### src/hw/rtl/spd_pkg.sv
// spd_pkg: shared types, status codes and hex helper for the percent decoder
// used by every module of the decoder core; no dependencies
`default_nettype none

package spd_pkg;

    localparam int unsigned CFG_RESET  = 4096;
    localparam logic [7:0]  CHAR_PCT   = 8'h25;
    localparam logic [7:0]  CTRL_LIMIT = 8'h20;
    localparam logic [7:0]  CHAR_DEL   = 8'h7F;

    typedef enum logic [2:0] {
        ST_OK        = 3'd0,
        ST_BAD_HEX   = 3'd1,
        ST_CONTROL   = 3'd2,
        ST_TOO_LONG  = 3'd3,
        ST_EMPTY     = 3'd4,
        ST_TRUNCATED = 3'd5
    } status_t;

    typedef enum logic [1:0] {
        PH_PLAIN = 2'd0,
        PH_HIGH  = 2'd1,
        PH_LOW   = 2'd2
    } phase_t;

    typedef struct packed {
        logic [7:0] in_byte;
        logic       in_last;
    } item_t;

    typedef struct packed {
        logic [7:0] out_byte;
        logic       byte_valid;
        logic       value_end;
        status_t    status;
    } result_t;

    // bit 4 set means not a hex digit
    function automatic logic [4:0] hex_val(input logic [7:0] c);
        logic [4:0] v;
        v = 5'h10;
        if (c >= 8'h30 && c <= 8'h39) begin
            v = {1'b0, 4'(c - 8'h30)};
        end else if (c >= 8'h61 && c <= 8'h66) begin
            v = {1'b0, 4'(c - 8'h57)};
        end else if (c >= 8'h41 && c <= 8'h46) begin
            v = {1'b0, 4'(c - 8'h37)};
        end
        return v;
    endfunction

endpackage

`default_nettype wire

### src/hw/rtl/strict_percent_decoder_core.sv
// strict_percent_decoder_core: top level of the strict percent decoder
// depends on spd_pkg, spd_in_reg, spd_step, spd_out_reg
//
//  channel | direction | ports                                      | handshake
//  s_      | in        | s_in_byte, s_in_last                       | s_valid / s_ready
//  m_      | out       | m_out_byte, m_byte_valid, m_value_end, m_status | m_valid / m_ready
//  cfg_    | in        | cfg_data (max decoded length)              | cfg_valid / cfg_ready
//
// one word per cycle sustained unless the result register is stalled by m_ready
// the input register feeds the decode logic, which writes the result register
// words that give no result are consumed without touching the output
// s_ready falls only while a word is held and the result register is stalled
// synchronous active-low reset clears valid bits and decode state; limit returns to 4096, clamped to MAX_LEN_LIMIT
`default_nettype none

module strict_percent_decoder_core #(
    parameter int unsigned MAX_LEN_LIMIT = 4096
) (
    input  wire logic        aclk,
    input  wire logic        aresetn,
    input  wire logic        s_valid,
    output logic             s_ready,
    input  wire logic [7:0]  s_in_byte,
    input  wire logic        s_in_last,
    output logic             m_valid,
    input  wire logic        m_ready,
    output logic [7:0]       m_out_byte,
    output logic             m_byte_valid,
    output logic             m_value_end,
    output logic [2:0]       m_status,
    input  wire logic        cfg_valid,
    output logic             cfg_ready,
    input  wire logic [12:0] cfg_data
);
    import spd_pkg::*;

    localparam logic [16:0] LIMIT_W = 17'(MAX_LEN_LIMIT);

    function automatic logic [12:0] clamp(input logic [12:0] d);
        return ({4'b0, d} > LIMIT_W) ? LIMIT_W[12:0] : d;
    endfunction

    logic [12:0] limit_reg;
    item_t       s_item, item;
    logic        item_valid, advance, fire, res_valid;
    result_t     res, m_res;

    assign cfg_ready = 1'b1;

    always_ff @(posedge aclk) begin
        if (!aresetn) begin
            limit_reg <= clamp(13'(CFG_RESET));
        end else if (cfg_valid && cfg_ready) begin
            limit_reg <= clamp(cfg_data);
        end
    end

    assign s_item.in_byte = s_in_byte;
    assign s_item.in_last = s_in_last;
    assign fire           = item_valid && advance;

    spd_in_reg u_in (
        .aclk       (aclk),
        .aresetn    (aresetn),
        .s_valid    (s_valid),
        .s_ready    (s_ready),
        .s_item     (s_item),
        .advance    (advance),
        .item_valid (item_valid),
        .item       (item)
    );

    spd_step u_step (
        .aclk      (aclk),
        .aresetn   (aresetn),
        .fire      (fire),
        .item      (item),
        .limit     (limit_reg),
        .res_valid (res_valid),
        .res       (res)
    );

    spd_out_reg u_out (
        .aclk      (aclk),
        .aresetn   (aresetn),
        .fire      (fire),
        .res_valid (res_valid),
        .res       (res),
        .m_ready   (m_ready),
        .advance   (advance),
        .m_valid   (m_valid),
        .m_res     (m_res)
    );

    assign m_out_byte   = m_res.out_byte;
    assign m_byte_valid = m_res.byte_valid;
    assign m_value_end  = m_res.value_end;
    assign m_status     = m_res.status;

    a_status_only_at_end: assert property (@(posedge aclk) disable iff (!aresetn)
        m_valid && !m_value_end |-> m_status == ST_OK)
        else $error("status set on a word that does not close the value");

    a_empty_word_closes: assert property (@(posedge aclk) disable iff (!aresetn)
        m_valid && !m_byte_valid |-> m_value_end && m_out_byte == 8'h00)
        else $error("result without a byte that does not close the value");

    a_no_control_out: assert property (@(posedge aclk) disable iff (!aresetn)
        m_valid && m_byte_valid |-> m_out_byte >= CTRL_LIMIT && m_out_byte != CHAR_DEL)
        else $error("control byte emitted");

    a_byte_not_empty: assert property (@(posedge aclk) disable iff (!aresetn)
        m_valid && m_byte_valid && m_value_end |-> m_status != ST_EMPTY)
        else $error("empty status with a decoded byte");

endmodule

`default_nettype wire

### src/hw/rtl/spd_in_reg.sv
// spd_in_reg: input pipeline register holding one encoded word
// depends on spd_pkg
`default_nettype none

module spd_in_reg (
    input  wire logic          aclk,
    input  wire logic          aresetn,
    input  wire logic          s_valid,
    output logic               s_ready,
    input  wire spd_pkg::item_t s_item,
    input  wire logic          advance,
    output logic               item_valid,
    output spd_pkg::item_t     item
);
    import spd_pkg::*;

    logic  valid_reg, valid_next;
    item_t item_reg;

    assign s_ready    = !valid_reg || advance;
    assign valid_next = s_ready ? s_valid : valid_reg;

    always_ff @(posedge aclk) begin
        if (!aresetn) begin
            valid_reg <= 1'b0;
        end else begin
            valid_reg <= valid_next;
        end
    end

    always_ff @(posedge aclk) begin
        if (s_valid && s_ready) begin
            item_reg <= s_item;
        end
    end

    assign item_valid = valid_reg;
    assign item       = item_reg;

endmodule

`default_nettype wire

### src/hw/rtl/spd_step.sv
// spd_step: escape state, error latch, byte count and per-word decode logic
// depends on spd_pkg
`default_nettype none

module spd_step (
    input  wire logic             aclk,
    input  wire logic             aresetn,
    input  wire logic             fire,
    input  wire spd_pkg::item_t   item,
    input  wire logic [12:0]      limit,
    output logic                  res_valid,
    output spd_pkg::result_t      res
);
    import spd_pkg::*;

    phase_t      phase_reg, phase_next;
    logic [3:0]  hi_reg, hi_next;
    logic [12:0] count_reg, count_next;
    status_t     err_reg, err_next;

    logic [4:0]  hv;
    logic        cand;
    logic        have;
    logic [7:0]  dbyte;

    assign hv = hex_val(item.in_byte);

    // next state
    always_comb begin
        phase_next = phase_reg;
        hi_next    = hi_reg;
        count_next = count_reg;
        err_next   = err_reg;
        cand       = 1'b0;
        have       = 1'b0;
        dbyte      = item.in_byte;
        if (err_reg == ST_OK) begin
            case (phase_reg)
                PH_PLAIN: begin
                    if (item.in_byte == CHAR_PCT) begin
                        phase_next = PH_HIGH;
                        if (item.in_last) begin
                            err_next = ST_TRUNCATED;
                        end
                    end else begin
                        cand = 1'b1;
                    end
                end
                PH_HIGH: begin
                    if (item.in_last) begin
                        err_next = ST_TRUNCATED;
                    end else if (hv[4]) begin
                        err_next = ST_BAD_HEX;
                    end else begin
                        hi_next    = hv[3:0];
                        phase_next = PH_LOW;
                    end
                end
                PH_LOW: begin
                    phase_next = PH_PLAIN;
                    if (hv[4]) begin
                        err_next = ST_BAD_HEX;
                    end else begin
                        cand  = 1'b1;
                        dbyte = {hi_reg, hv[3:0]};
                    end
                end
                default: begin
                    phase_next = PH_PLAIN;
                end
            endcase
            if (cand) begin
                if (dbyte < CTRL_LIMIT || dbyte == CHAR_DEL) begin
                    err_next = ST_CONTROL;
                end else if (count_reg >= limit) begin
                    err_next = ST_TOO_LONG;
                end else begin
                    count_next = count_reg + 13'd1;
                    have       = 1'b1;
                end
            end
        end
    end

    // result
    always_comb begin
        res_valid      = item.in_last || have;
        res.out_byte   = have ? dbyte : 8'h00;
        res.byte_valid = have;
        res.value_end  = item.in_last;
        res.status     = ST_OK;
        if (item.in_last) begin
            if (err_next == ST_OK && count_next == 13'd0) begin
                res.status = ST_EMPTY;
            end else begin
                res.status = err_next;
            end
        end
    end

    always_ff @(posedge aclk) begin
        if (!aresetn) begin
            phase_reg <= PH_PLAIN;
            hi_reg    <= 4'h0;
            count_reg <= 13'd0;
            err_reg   <= ST_OK;
        end else if (fire) begin
            if (item.in_last) begin
                phase_reg <= PH_PLAIN;
                hi_reg    <= 4'h0;
                count_reg <= 13'd0;
                err_reg   <= ST_OK;
            end else begin
                phase_reg <= phase_next;
                hi_reg    <= hi_next;
                count_reg <= count_next;
                err_reg   <= err_next;
            end
        end
    end

endmodule

`default_nettype wire

### src/hw/rtl/spd_out_reg.sv
// spd_out_reg: result register on the output channel
// depends on spd_pkg
`default_nettype none

module spd_out_reg (
    input  wire logic             aclk,
    input  wire logic             aresetn,
    input  wire logic             fire,
    input  wire logic             res_valid,
    input  wire spd_pkg::result_t res,
    input  wire logic             m_ready,
    output logic                  advance,
    output logic                  m_valid,
    output spd_pkg::result_t      m_res
);
    import spd_pkg::*;

    logic    valid_reg, valid_next;
    result_t res_reg;

    assign advance    = !valid_reg || m_ready;
    assign valid_next = advance ? (fire && res_valid) : valid_reg;

    always_ff @(posedge aclk) begin
        if (!aresetn) begin
            valid_reg <= 1'b0;
        end else begin
            valid_reg <= valid_next;
        end
    end

    always_ff @(posedge aclk) begin
        if (fire && res_valid) begin
            res_reg <= res;
        end
    end

    assign m_valid = valid_reg;
    assign m_res   = res_reg;

endmodule

`default_nettype wire

### config.mk
export PLATFORM = sky130hd
export DESIGN_NAME = strict_percent_decoder_core
export DESIGN_NICKNAME = d
export VERILOG_FILES = /design/src/hw/rtl/spd_pkg.sv /design/src/hw/rtl/strict_percent_decoder_core.sv /design/src/hw/rtl/spd_in_reg.sv /design/src/hw/rtl/spd_step.sv /design/src/hw/rtl/spd_out_reg.sv
export SDC_FILE = /design/constraint.sdc
export NUM_CORES = 1
export LEC_CHECK = 0
export BUFFER_PORTS_ARGS = -buffer_cell sky130_fd_sc_hd__buf_2
export CAP_MARGIN = 40
export CELL_PAD_IN_SITES_DETAIL_PLACEMENT = 2
export CELL_PAD_IN_SITES_GLOBAL_PLACEMENT = 2
export CORE_UTILIZATION = 39
export CTS_CLUSTER_SIZE = 14
export DETAILED_ROUTE_END_ITERATION = 8
export PLACE_DENSITY = 0.95
export SYNTH_ARGS = -nofsm -noshare
export SYNTH_HDL_FRONTEND = slang
export SYNTH_SLANG_ARGS = --single-unit
### constraint.sdc
create_clock -name aclk -period 9.3 [get_ports aclk]
set_clock_uncertainty 0.15 [all_clocks]
set_input_delay 1.86 -clock aclk [delete_from_list [all_inputs] [get_ports aclk]]
set_output_delay 1.86 -clock aclk [all_outputs]
set_load 0.005 [all_outputs]
=== After elaboration in Yosys (flattened, before gate mapping) ===
Cells that the tools add are included.

* Bits in writable memories: 0
* Bits of input ports: 27
* Memories: 0
* Bits in latches: 0
* ROM bits: 0
* Output and inout port bits: 16
* Logic and storage cells: 98
* Register bits: 59

* Eq/ne operators: 7
* Bitwise gates (word level): 1
* Mux-type cells: 41
* Add/sub/neg operators: 4
* Shifts and indexed selects: 0
* Multipliers: 0
* Magnitude comparators: 9
* Div/mod/pow operators: 0
* Reductions and logical operators: 22

{| class="wikitable"
|+ Operators with widths
! kind !! number
|-
| $mux W13 || 6
|-
| $mux W8 || 4
|-
| $mux W3 || 10
|-
| $ge A8 B7 Y1 const B || 2
|-
| $le A8 B7 Y1 const B || 2
|-
| $mux W4 || 4
|-
| $mux W5 || 3
|-
| $add A13 B1 Y13 const B || 1
|-
| $ge A13 B13 Y1 || 1
|-
| $gt A13 B13 Y1 const B || 1
|-
| $logic_not A13 Y1 || 1
|-
| $pmux W3 S3 || 1
|-
| $eq A8 B6 Y1 const B || 1
|-
| $eq A8 B7 Y1 const B || 1
|-
| $ge A8 B6 Y1 const B || 1
|-
| $le A8 B6 Y1 const B || 1
|-
| $lt A8 B6 Y1 const B || 1
|-
| $mux W2 || 4
|-
| $reduce_and A4 Y1 || 2
|-
| $sub A4 B3 Y4 const B || 2
|-
| $logic_and A1 B1 Y1 || 7
|-
| $mux W1 || 7
|-
| $logic_not A3 Y1 || 2
|-
| $logic_or A1 B1 Y1 || 4
|-
| other kinds (13) || 15
|}

=== Depth between registers and ports, before layout ===
Gate-level depths: netlist of the first run.

* Word-level depth: 16
* Depth in mapped cells: 14
* Mapped depth without buffers: 12

=== Cells and area by module ===
A second synthesis of the first run with hierarchy kept.

* Cells, all modules: 395
* Area, all modules: 3638.5 um2

{| class="wikitable"
|+ Modules (own cells, without submodules)
! module !! cells an instance !! area an instance (um2) !! instances !! seq. area each (um2)
|-
| spd_step || 313 || 2337.2 || 1 || 440.4
|-
| strict_percent_decoder_core || 50 || 530.5 || 1 || 260.2
|-
| spd_out_reg || 18 || 442.9 || 1 || 410.4
|-
| spd_in_reg || 14 || 327.8 || 1 || 290.3
|}

=== Worst setup path after synthesis of the first run ===
No wires, ideal clock.

* Path kind: input -> output
* Start point: input m_ready
* End point: output s_ready
* Setup slack: 5.125 ns
* Stages on the path: 2
* Required time: 7.290 ns
* Path buffers: 0
* Arrival: 2.165 ns
* Path through: nor2b_1 nand2_1

* Longest elaborated chain between the ends: 2

{| class="wikitable"
|+ Ends and longest elaborated chain
! item !! line !! source
|-
| from (decl) || strict_percent_decoder_core.sv:26 || <nowiki>input wire logic m_ready,</nowiki>
|-
| $logic_or A1 B1 Y1 || spd_out_reg.sv:21 || <nowiki>assign advance = !valid_reg || m_ready;</nowiki>
|-
| $logic_or A1 B1 Y1 || spd_in_reg.sv:20 || <nowiki>assign s_ready = !valid_reg || advance;</nowiki>
|-
| to (decl) || strict_percent_decoder_core.sv:22 || <nowiki>output logic s_ready,</nowiki>
|}

No other way between the ends.

=== Worst setup path after layout of the first run ===
Ends and elaborated chain as after synthesis.

==> flow_summary.yaml, run 1 <==
route:
  first_pass_iters: 5
  via_per_inst: 6.21
  wl_per_cell_um: 24.1
  vias: 3367
  antenna_left: 0
  drc: 0
  drt_iter0_drc: 222
  finalWirelength_um: 13000
place:
  hpwl_um: 8420
  port_buffers: 41
  place_inst: 526
  place.gp.congestion: 0.865
critical_path:
  start_kind: "input pin"
  cp-end-kind: "output port"
  crit_chain: "buf_2, nor2b_1, nand2_1, buf_2"
  rrSetupSlack_ns: 4.92
  cp_max_fo: 5
  cp_slowest_cell: "nor2b_1"
  cpMostUsedCell: "buf_2"
  critPathKind: "input pin to output port"
  regToRegStartpoint: "u_in.item[8]"
  critPathMaxStageDelay_ns: 0.29
  worstSetupStartpoint: "m_ready"
  cp.arrival_ns: 2.51
  cp_top_family: "simple AND/OR/NAND/NOR gates"
  worstPathRequired_ns: 7.29
  cp_num_buf_inv: 2
yosys:
  yosysSeqAreaShare_pct: 39.7
  synthMuxAreaShare_pct: 2.02
  synth_top_family_by_area: "simple AND/OR/NAND/NOR gates"
  synth_fa_ha_area_share_pct: 6.03
  synth_edf_count: 22
  synthTopCellsByArea: "dfxtp_1, edfxtp_1, ha_1"
  synth_common_cells: "dfxtp_1, nand2_1, o21ai_0, a21oi_1, nor2_1"
  synthSimpleGateAreaFrac_pct: 27.0
  synthFlopType: "dfxtp_1"
  synth_seq_cells: 59
  synth-xor-area-share_pct: 0.993
  syn_area_um2: 3530
  synth_cell_types: 69
  synth_warnings: 0
  ys_async_sr_fraction_pct: 0
  avgSynthCellArea_um2: 8.91
  yosys.area.top_type_share_pct: 21.0
  synth.most_common_cell: "dfxtp_1"
  synth_compound_area_share_pct: 19.8
  syn_nets: 440
  synth_top_cell_by_area: "dfxtp_1"
  synth_cells: 396
timing:
  worst_slew_pin_slew_ns: 0.798
  rsz0062_at_grt: "false"
  finalSetupViolations: 0
  finalSetupTns_ns: 0
  drv_slew: 0
  max_freq_mhz: 221
  period_minus_slack_ns: 4.52
  max_slew_margin_pct: 46.7
  hold_viol: 0
  fin_crit_sh_pct: 48.6
min_path:
  hold_class: "flop to flop"
  min-delay-start: "limit_reg[12]"
floorplan:
  rows: 34
  die_h_um: 97.1
  die-area_um2: 9430
  die_w_um: 97.1
  coreArea_um2: 8720
  ios: 43
  start_util_pct: 40.4
pwr:
  cellPowerDensity_nw_per_um2: 151
  ir_drop_v: 0.0000735
  p_leak_uw: 0.00152
clock_network:
  cts_root_buffer: "clkbuf_8"
  post_cts_resized: 0
  tritoncts: "done"
  holdBufCountCts: 0
  postCtsSetupRepairBufs: 0
  clock_latency_ns: 0.36
  clkSinkCount: 59
  cts_buffers: 9
  htreeDepth: 3
  clk_pin_slew_ns: 0.07
  cts_buffer_depth: 2
layout:
  n_fill_cell: 949
  nets: 473
  final_util_pct: 45.7
  drive_gt1_share_pct: 17.5
  regArea_um2: 1400
  layout.cells.non_filler: 542
  multiInputGateArea_um2: 1970
  areaGrowthSynthToFinish_pct: 12.9
  num_antenna_cells: 0
global_route:
  grtUsageTotal_pct: 29.0
  grt_overflow: 0
  grt_pass1_vias: 3728
  grt_start_max_net_pins: 37
  antenna_found_initial: 0
  grt_pass1_wl_um: 21000
status:
  status: "finished, final reports clean"
job:
  cap_violations: 0
==> worst paths after layout <==
kind | depth (start not counted) | end
worst min-delay path | 2 | limit_reg[12]
worst max register to register | 9 | u_out.m_res[4]
worst min register to register | 2 | limit_reg[12]
worst max-delay path | 4 | s_ready
==> kinds of logic (layout without fill, tap and decap cells) <==
group / Yosys count / after routing
other: 1 / 1
AO/OA/AOI/OAI: 107 / 107
multiplexers: 7 / 7
buffers and inverters: 39 / 77
flip-flops: 59 / 59
XOR/XNOR: 4 / 4
AND/OR/NAND/NOR: 162 / 162
adder cells (fa/ha/maj): 17 / 17
==> placed cells by master, fill, tap and decap left out, types with 15 or more instances in the layout <==
cell type,instances
buf_2,41
o21ai_0,25
ha_1,17
nor2b_1,15
edfxtp_1,22
nand2_1,34
nor2_1,23
a21oi_1,24
inv_1,18
dfxtp_1,37
==> power breakdown <==
group / internal [µW] / switching, µW / total (µW) / leakage [µW]
sequential: 280 / 8.53 / 288 / 0.000512
clock: 121 / 114 / 235 / 0.0000935
combinational: 27.5 / 51.1 / 78.6 / 0.000917
==> tightest hold or removal path: cells and delay by family, from the launching register on <==
family / cells / cell delay, ns
buffers and inverters: 1 / 0.07
flip-flops: 1 / 0.30
AO/OA/AOI/OAI: 1 / 0.10
==> final cells by class <==
class	count	share of cell area, %
flip-flops and latches	59	35.2
inverters	19	1.79
well taps	108	3.39
multi-input cells	298	49.5
clock inverters	6	1.41
repair buffers	42	5.53
clock buffers	10	3.20
==> routing by layer <==
metal | GRT usage, % | wire (µm) | vias to the layer above | share of wire, %
met5 | 0 | 0 | - | 0
met4 | 13.5 | 508 | 0 | 3.9
met2 | 49.0 | 6380 | 125 | 49
li1 | - | - | 1509 | -
met1 | 35.5 | 5600 | 1683 | 43
met3 | 5.54 | 549 | 50 | 4.2
==> per-stage QoR <==
stage / hold WS [ns] / cell area (µm²) / setup WS (ns) / power (µW)
6_report: 0.372 / 3980 / 4.78 / 602
5_1_grt: 0.386 / 3980 / 4.69 / 625
4_1_cts: 0.377 / 3980 / 4.77 / 604
3_5_place_dp: 0.371 / 3800 / 4.78 / 368
3_3_place_gp: 0.360 / 3780 / 4.88 / 360
2_1_floorplan: 0.274 / 3530 / 5.12 / 339
Note: power is estimated with default switching activity, not from simulation.
==> inputs of run 2 (changes only) <==
--- a/config.mk
+++ b/config.mk
@@ -9,10 +9,10 @@
 export CAP_MARGIN = 40
 export CELL_PAD_IN_SITES_DETAIL_PLACEMENT = 2
 export CELL_PAD_IN_SITES_GLOBAL_PLACEMENT = 2
-export CORE_UTILIZATION = 39
+export CORE_UTILIZATION = 36
 export CTS_CLUSTER_SIZE = 14
 export DETAILED_ROUTE_END_ITERATION = 8
-export PLACE_DENSITY = 0.95
+export PLACE_DENSITY = 0.89
 export SYNTH_ARGS = -nofsm -noshare
 export SYNTH_HDL_FRONTEND = slang
 export SYNTH_SLANG_ARGS = --single-unit
==> constraint.sdc (replaced) <==
create_clock -name aclk -period 4.4 [get_ports aclk]
set_clock_uncertainty 0.15 [all_clocks]
set_input_delay 0.88 -clock aclk [delete_from_list [all_inputs] [get_ports aclk]]
set_output_delay 0.88 -clock aclk [all_outputs]
set_load 0.005 [all_outputs]
==> run 2 against run 1 <==
- die area is 8.2% higher
- combinational power is 110% higher
- sequential power is 110% higher
- critical path depth is 7 higher
- global-route usage is 4.6 points lower
- largest power group unchanged
- sequential share of layout area is 0.099 points lower
- worst hold slack better by 0.011 ns
- clock power is 84% higher
==> flow_summary.yaml, run 2 (synthesized netlist as in run 1, its figures left out) <==
place:
  port_buffers: 41
  hpwl_um: 7970
  place.gp.congestion: 0.850
clock_network:
  tritoncts: "done"
  cts_buffer_depth: 2
  holdBufCountCts: 0
  clk_pin_slew_ns: 0.07
  cts_root_buffer: "clkbuf_8"
  clkSinkCount: 59
  cts_buffers: 9
  htreeDepth: 3
  postCtsSetupRepairBufs: 0
  clock_latency_ns: 0.35
  post_cts_resized: 0
critical_path:
  rrSetupSlack_ns: 0.35
  worstSetupStartpoint: "u_in.item[2]"
  critPathMaxStageDelay_ns: 0.53
  cp_slowest_cell: "edfxtp_1"
  crit_chain: "inv_1, ha_1, o21bai_1, a21oi_2, nor2_2, a21oi_1, and3_1, nand3_2, inv_2, o21ai_1, inv_1"
  regToRegStartpoint: "u_in.item[2]"
  cp.arrival_ns: 3.89
  cp_num_buf_inv: 3
  cp-end-kind: "flop"
  start_kind: "flop"
  r2r_end: "u_out.m_res[0]"
  cp_max_fo: 14
  cp_top_family: "compound AO/OA/AOI/OAI gates"
  cpMostUsedCell: "inv_1"
  critical_path_cell_count: 11
  worstPathRequired_ns: 4.24
  r2r_cells: 11
  critPathKind: "flop to flop"
timing:
  holdWs_ns: 0.383
  finalSetupTns_ns: 0
  rsz0062_at_grt: "false"
  worst_slew_pin_slew_ns: 0.872
  finalSetupViolations: 0
  drv_slew: 0
  max_slew_margin_pct: 41.7
  period_minus_slack_ns: 4.05
  hold_viol: 0
  max_freq_mhz: 247
  fin_crit_sh_pct: 92.0
job:
  cap_violations: 0
global_route:
  gr-usage-met1_pct: 32.4
  met2_usage_pct: 38.8
  grt_pass1_wl_um: 18700
  busiest_layer: "met2"
  grtUsageTotal_pct: 24.3
  grt_overflow: 0
  grt_start_max_net_pins: 37
  grt_use_met3_pct: 3.74
  antenna_found_initial: 0
  grt_pass1_vias: 3520
layout:
  final_util_pct: 42.6
  nets: 474
  areaGrowthSynthToFinish_pct: 13.2
  layout_common_cells: "buf_2, dfxtp_1, nand2_1"
  drive_gt1_share_pct: 17.7
  num_antenna_cells: 0
  n_fill_cell: 1041
  layout_commonest_cell: "buf_2"
route:
  antenna_left: 0
  wl_per_cell_um: 20.2
  drc: 0
  first_pass_iters: 4
  drt_iter0_drc: 195
  vias: 3208
  finalWirelength_um: 11400
  via_per_inst: 5.69
floorplan:
  rows: 35
  die_w_um: 101
  die-area_um2: 10200
  start_util_pct: 37.6
  die_h_um: 101
  ios: 43
  coreArea_um2: 9370
status:
  status: "finished, final reports clean"
pwr:
  switching_share_pct: 29.3
  pwr-share-clk_pct: 36.0
  p_int_uw: 849
  total_power_uw: 1200
  seq_power_share_pct: 50.5
  cellPowerDensity_nw_per_um2: 301
  ir_drop_v: 0.000109
  p_comb_share_pct: 13.5
  switchingPower_uw: 353
  p_leak_uw: 0.00151
min_path:
  min-delay-start: "limit_reg[12]"
  hold_path_depth: 2
  hold_class: "flop to flop"
  hold-path-endpoint: "limit_reg[12]"
run 2: cell types whose count changed in the layout (fill, tap and decap cells not counted), sizes merged:
cell      delta
buf          +1
bufinv       -1
clkinvlp     +1
run 2: how the worst max path moves through the flow:
stage and end:
2_1_floorplan u_out.m_res[0], 3_3_place_gp u_out.m_res[7], 3_5_place_dp u_out.m_res[5], 4_1_cts u_out.m_res[0]
5_1_grt u_out.m_res[0], 6_report u_out.m_res[0]
run 2: cell type report:
class | count | area [µm²] | share of cell area [%]
timing repair buffer | 43 | 228 | 5.70
tap | 129 | 161 | 4.04
clock inverter | 6 | 33.8 | 0.846
inverter | 19 | 71.3 | 1.79
clock buffer | 10 | 128 | 3.20
multi-input combinational | 298 | 1970 | 49.3
sequential | 59 | 1400 | 35.1
run 2: power groups by stage:
stage	clock network, µW	logic (µW)	registers [µW]
global placement	0	146	620
detailed placement	0	158	619
finish	433	162	607
global route	462	178	609
CTS	444	163	607
floorplan	0	103	613
run 2: per-stage QoR:
stage / setup WS [ns] / area [µm²] / std cells
detailed placement: 0.467 / 3830 / 548
finish: 0.352 / 3990 / 564
CTS: 0.383 / 3990 / 564
floorplan: 1.29 / 3530 / 396
global placement: 0.708 / 3820 / 547
global route: 0.141 / 3990 / 564
run 2: tightest hold or removal path, stage by stage (launching register included):
cell      delay [ns]
dfxtp_1         0.30
inv_1           0.08
o211ai_1        0.10
run 2: layer usage:
metal / vias to the layer above / wire length, µm
li1: 1518 / -
met1: 1613 / 5440
met2: 55 / 5390
met3: 22 / 310
met4: 0 / 274
met5: - / 0
==> inputs of run 3 (changes only) <==
--- a/config.mk
+++ b/config.mk
@@ -13,6 +13,7 @@
 export CTS_CLUSTER_SIZE = 14
 export DETAILED_ROUTE_END_ITERATION = 8
 export PLACE_DENSITY = 0.89
+export SETUP_SLACK_MARGIN = 0.5
 export SYNTH_ARGS = -nofsm -noshare
 export SYNTH_HDL_FRONTEND = slang
 export SYNTH_SLANG_ARGS = --single-unit
==> run 3 against run 2 <==
- sequential share of layout area down 0.27 points
- wire length up 2.0%
- non-clock buffer count unchanged
- cell area up 0.78%
- clock-buffer cell count unchanged
- worst setup slack better by 0.32 ns
- cell count up 0.18%
- clock power about the same
- register-to-register slack better by 0.32 ns
- global-route usage unchanged
==> flow_summary.yaml, run 3 (synthesized netlist as in run 1, its figures left out) <==
status:
  status: "finished, final reports clean"
timing:
  finalWorstSetupSlack_ns: 0.673
  worst_slew_pin_slew_ns: 0.915
  period_minus_slack_ns: 3.73
  drv_slew: 0
  finalSetupViolations: 0
  max_slew_margin_pct: 38.9
  fin_crit_sh_pct: 84.7
  max_freq_mhz: 268
  holdWs_ns: 0.383
  finalSetupTns_ns: 0
  rsz0062_at_grt: "false"
  hold_viol: 0
floorplan:
  die_w_um: 101
  rows: 35
  die_h_um: 101
  ios: 43
  coreArea_um2: 9370
  start_util_pct: 37.6
  die-area_um2: 10200
critical_path:
  crit_chain: "or4b_4, nor4_4, a21oi_2, mux2i_1, nand4b_4, nand3_2, inv_2, o21ai_2, clkinvlp_4, o21a_1"
  cp_top_family: "simple AND/OR/NAND/NOR gates"
  cp-end-kind: "flop"
  cp_num_buf_inv: 2
  start_kind: "flop"
  cp_max_fo: 14
  critPathMaxStageDelay_ns: 0.65
  critPathKind: "flop to flop"
  worstPathRequired_ns: 4.50
  cp.arrival_ns: 3.82
  cp_slowest_cell: "or4b_4"
clock_network:
  clkSinkCount: 59
  clock_latency_ns: 0.35
  clk_pin_slew_ns: 0.07
  postCtsSetupRepairBufs: 0
  cts_root_buffer: "clkbuf_8"
  htreeDepth: 3
  cts_buffer_depth: 2
  cts_buffers: 9
  tritoncts: "done"
layout:
  areaGrowthSynthToFinish_pct: 14.1
  layout_commonest_cell: "buf_2"
  nets: 475
  layout_common_cells: "buf_2, dfxtp_1, nand2_1"
  num_antenna_cells: 0
  drive_gt1_share_pct: 18.8
  final_util_pct: 43.0
global_route:
  grt_pass1_vias: 3520
  antenna_found_initial: 0
  grt_overflow: 0
  grt_pass1_wl_um: 18700
  grtUsageTotal_pct: 24.3
  grt_start_max_net_pins: 37
pwr:
  total_power_uw: 1210
  ir_drop_v: 0.000108
  cellPowerDensity_nw_per_um2: 300
  p_leak_uw: 0.00151
route:
  wl_per_cell_um: 20.6
  via_per_inst: 5.75
  first_pass_iters: 4
  antenna_left: 0
  drc: 0
  vias: 3248
  finalWirelength_um: 11600
  drt_iter0_drc: 212
place:
  port_buffers: 41
  dp_slack_ns: 0.467
  hpwl_um: 7970
  place.gp.congestion: 0.850
job:
  cap_violations: 0
min_path:
  hold_class: "flop to flop"
run 3: changes by cell type in the layout (fill, tap and decap cells not counted), sizes merged:
cell | previous run | this run
clkinvlp | 2 | 3
run 3: final timing paths:
| kind | from | endpoint | slack [ns] | depth (start not counted) |
|---|---|---|---|---|
| max reg2reg | u_in.item[4] | u_out.m_valid | 0.67 | 10 |
| max | u_in.item[4] | u_out.m_valid | 0.67 | 10 |
| min reg2reg | limit_reg[12] | limit_reg[12] | 0.38 | 2 |
| min | limit_reg[12] | limit_reg[12] | 0.38 | 2 |
run 3: layout make-up:
type | instances | area, µm²
fillers | 1043 | 5350
multi-input cells | 298 | 1990
flip-flops and latches | 59 | 1400
repair buffers | 43 | 228
well taps | 129 | 161
clock buffers | 10 | 128
inverters | 19 | 71.3
clock inverters | 6 | 33.8
repair inverters | 1 | 7.51
run 3: per-stage QoR:
step,instances,instance area [µm²]
2_1_floorplan,396,3530
3_3_place_gp,547,3820
3_5_place_dp,548,3830
4_1_cts,564,3990
5_1_grt,565,4030
6_report,565,4030
run 3: what timing repair did:
action / CTS / global route
resized for setup: 1 / 6
setup endpoints to repair: 13 / 15
hold buffers: 0 / 0
cloned: 0 / 1
run 3: worst reg2reg max path, delay by kind of cell (launching register included):
kind	cells	cell delay [ns]
simple gates	4	1.65
compound gates	3	0.65
flops	1	0.53
mux	1	0.19
buf+inv	2	0.44
run 3: metal layers:
layer | GRT usage (%) | part of all wire [%] | up-vias
met5 | 0 | 0 | -
met4 | 11.0 | 2.4 | 0
met3 | 3.74 | 3.3 | 22
met2 | 38.8 | 47 | 81
met1 | 32.4 | 47 | 1622
li1 | - | - | 1523
run 3: power breakdown:
| part | switching (µW) | total [µW] | internal (µW) |
|---|---|---|---|
| Combinational | 106 | 167 | 60.8 |
| Sequential | 17.0 | 608 | 591 |
| Clock | 235 | 434 | 199 |
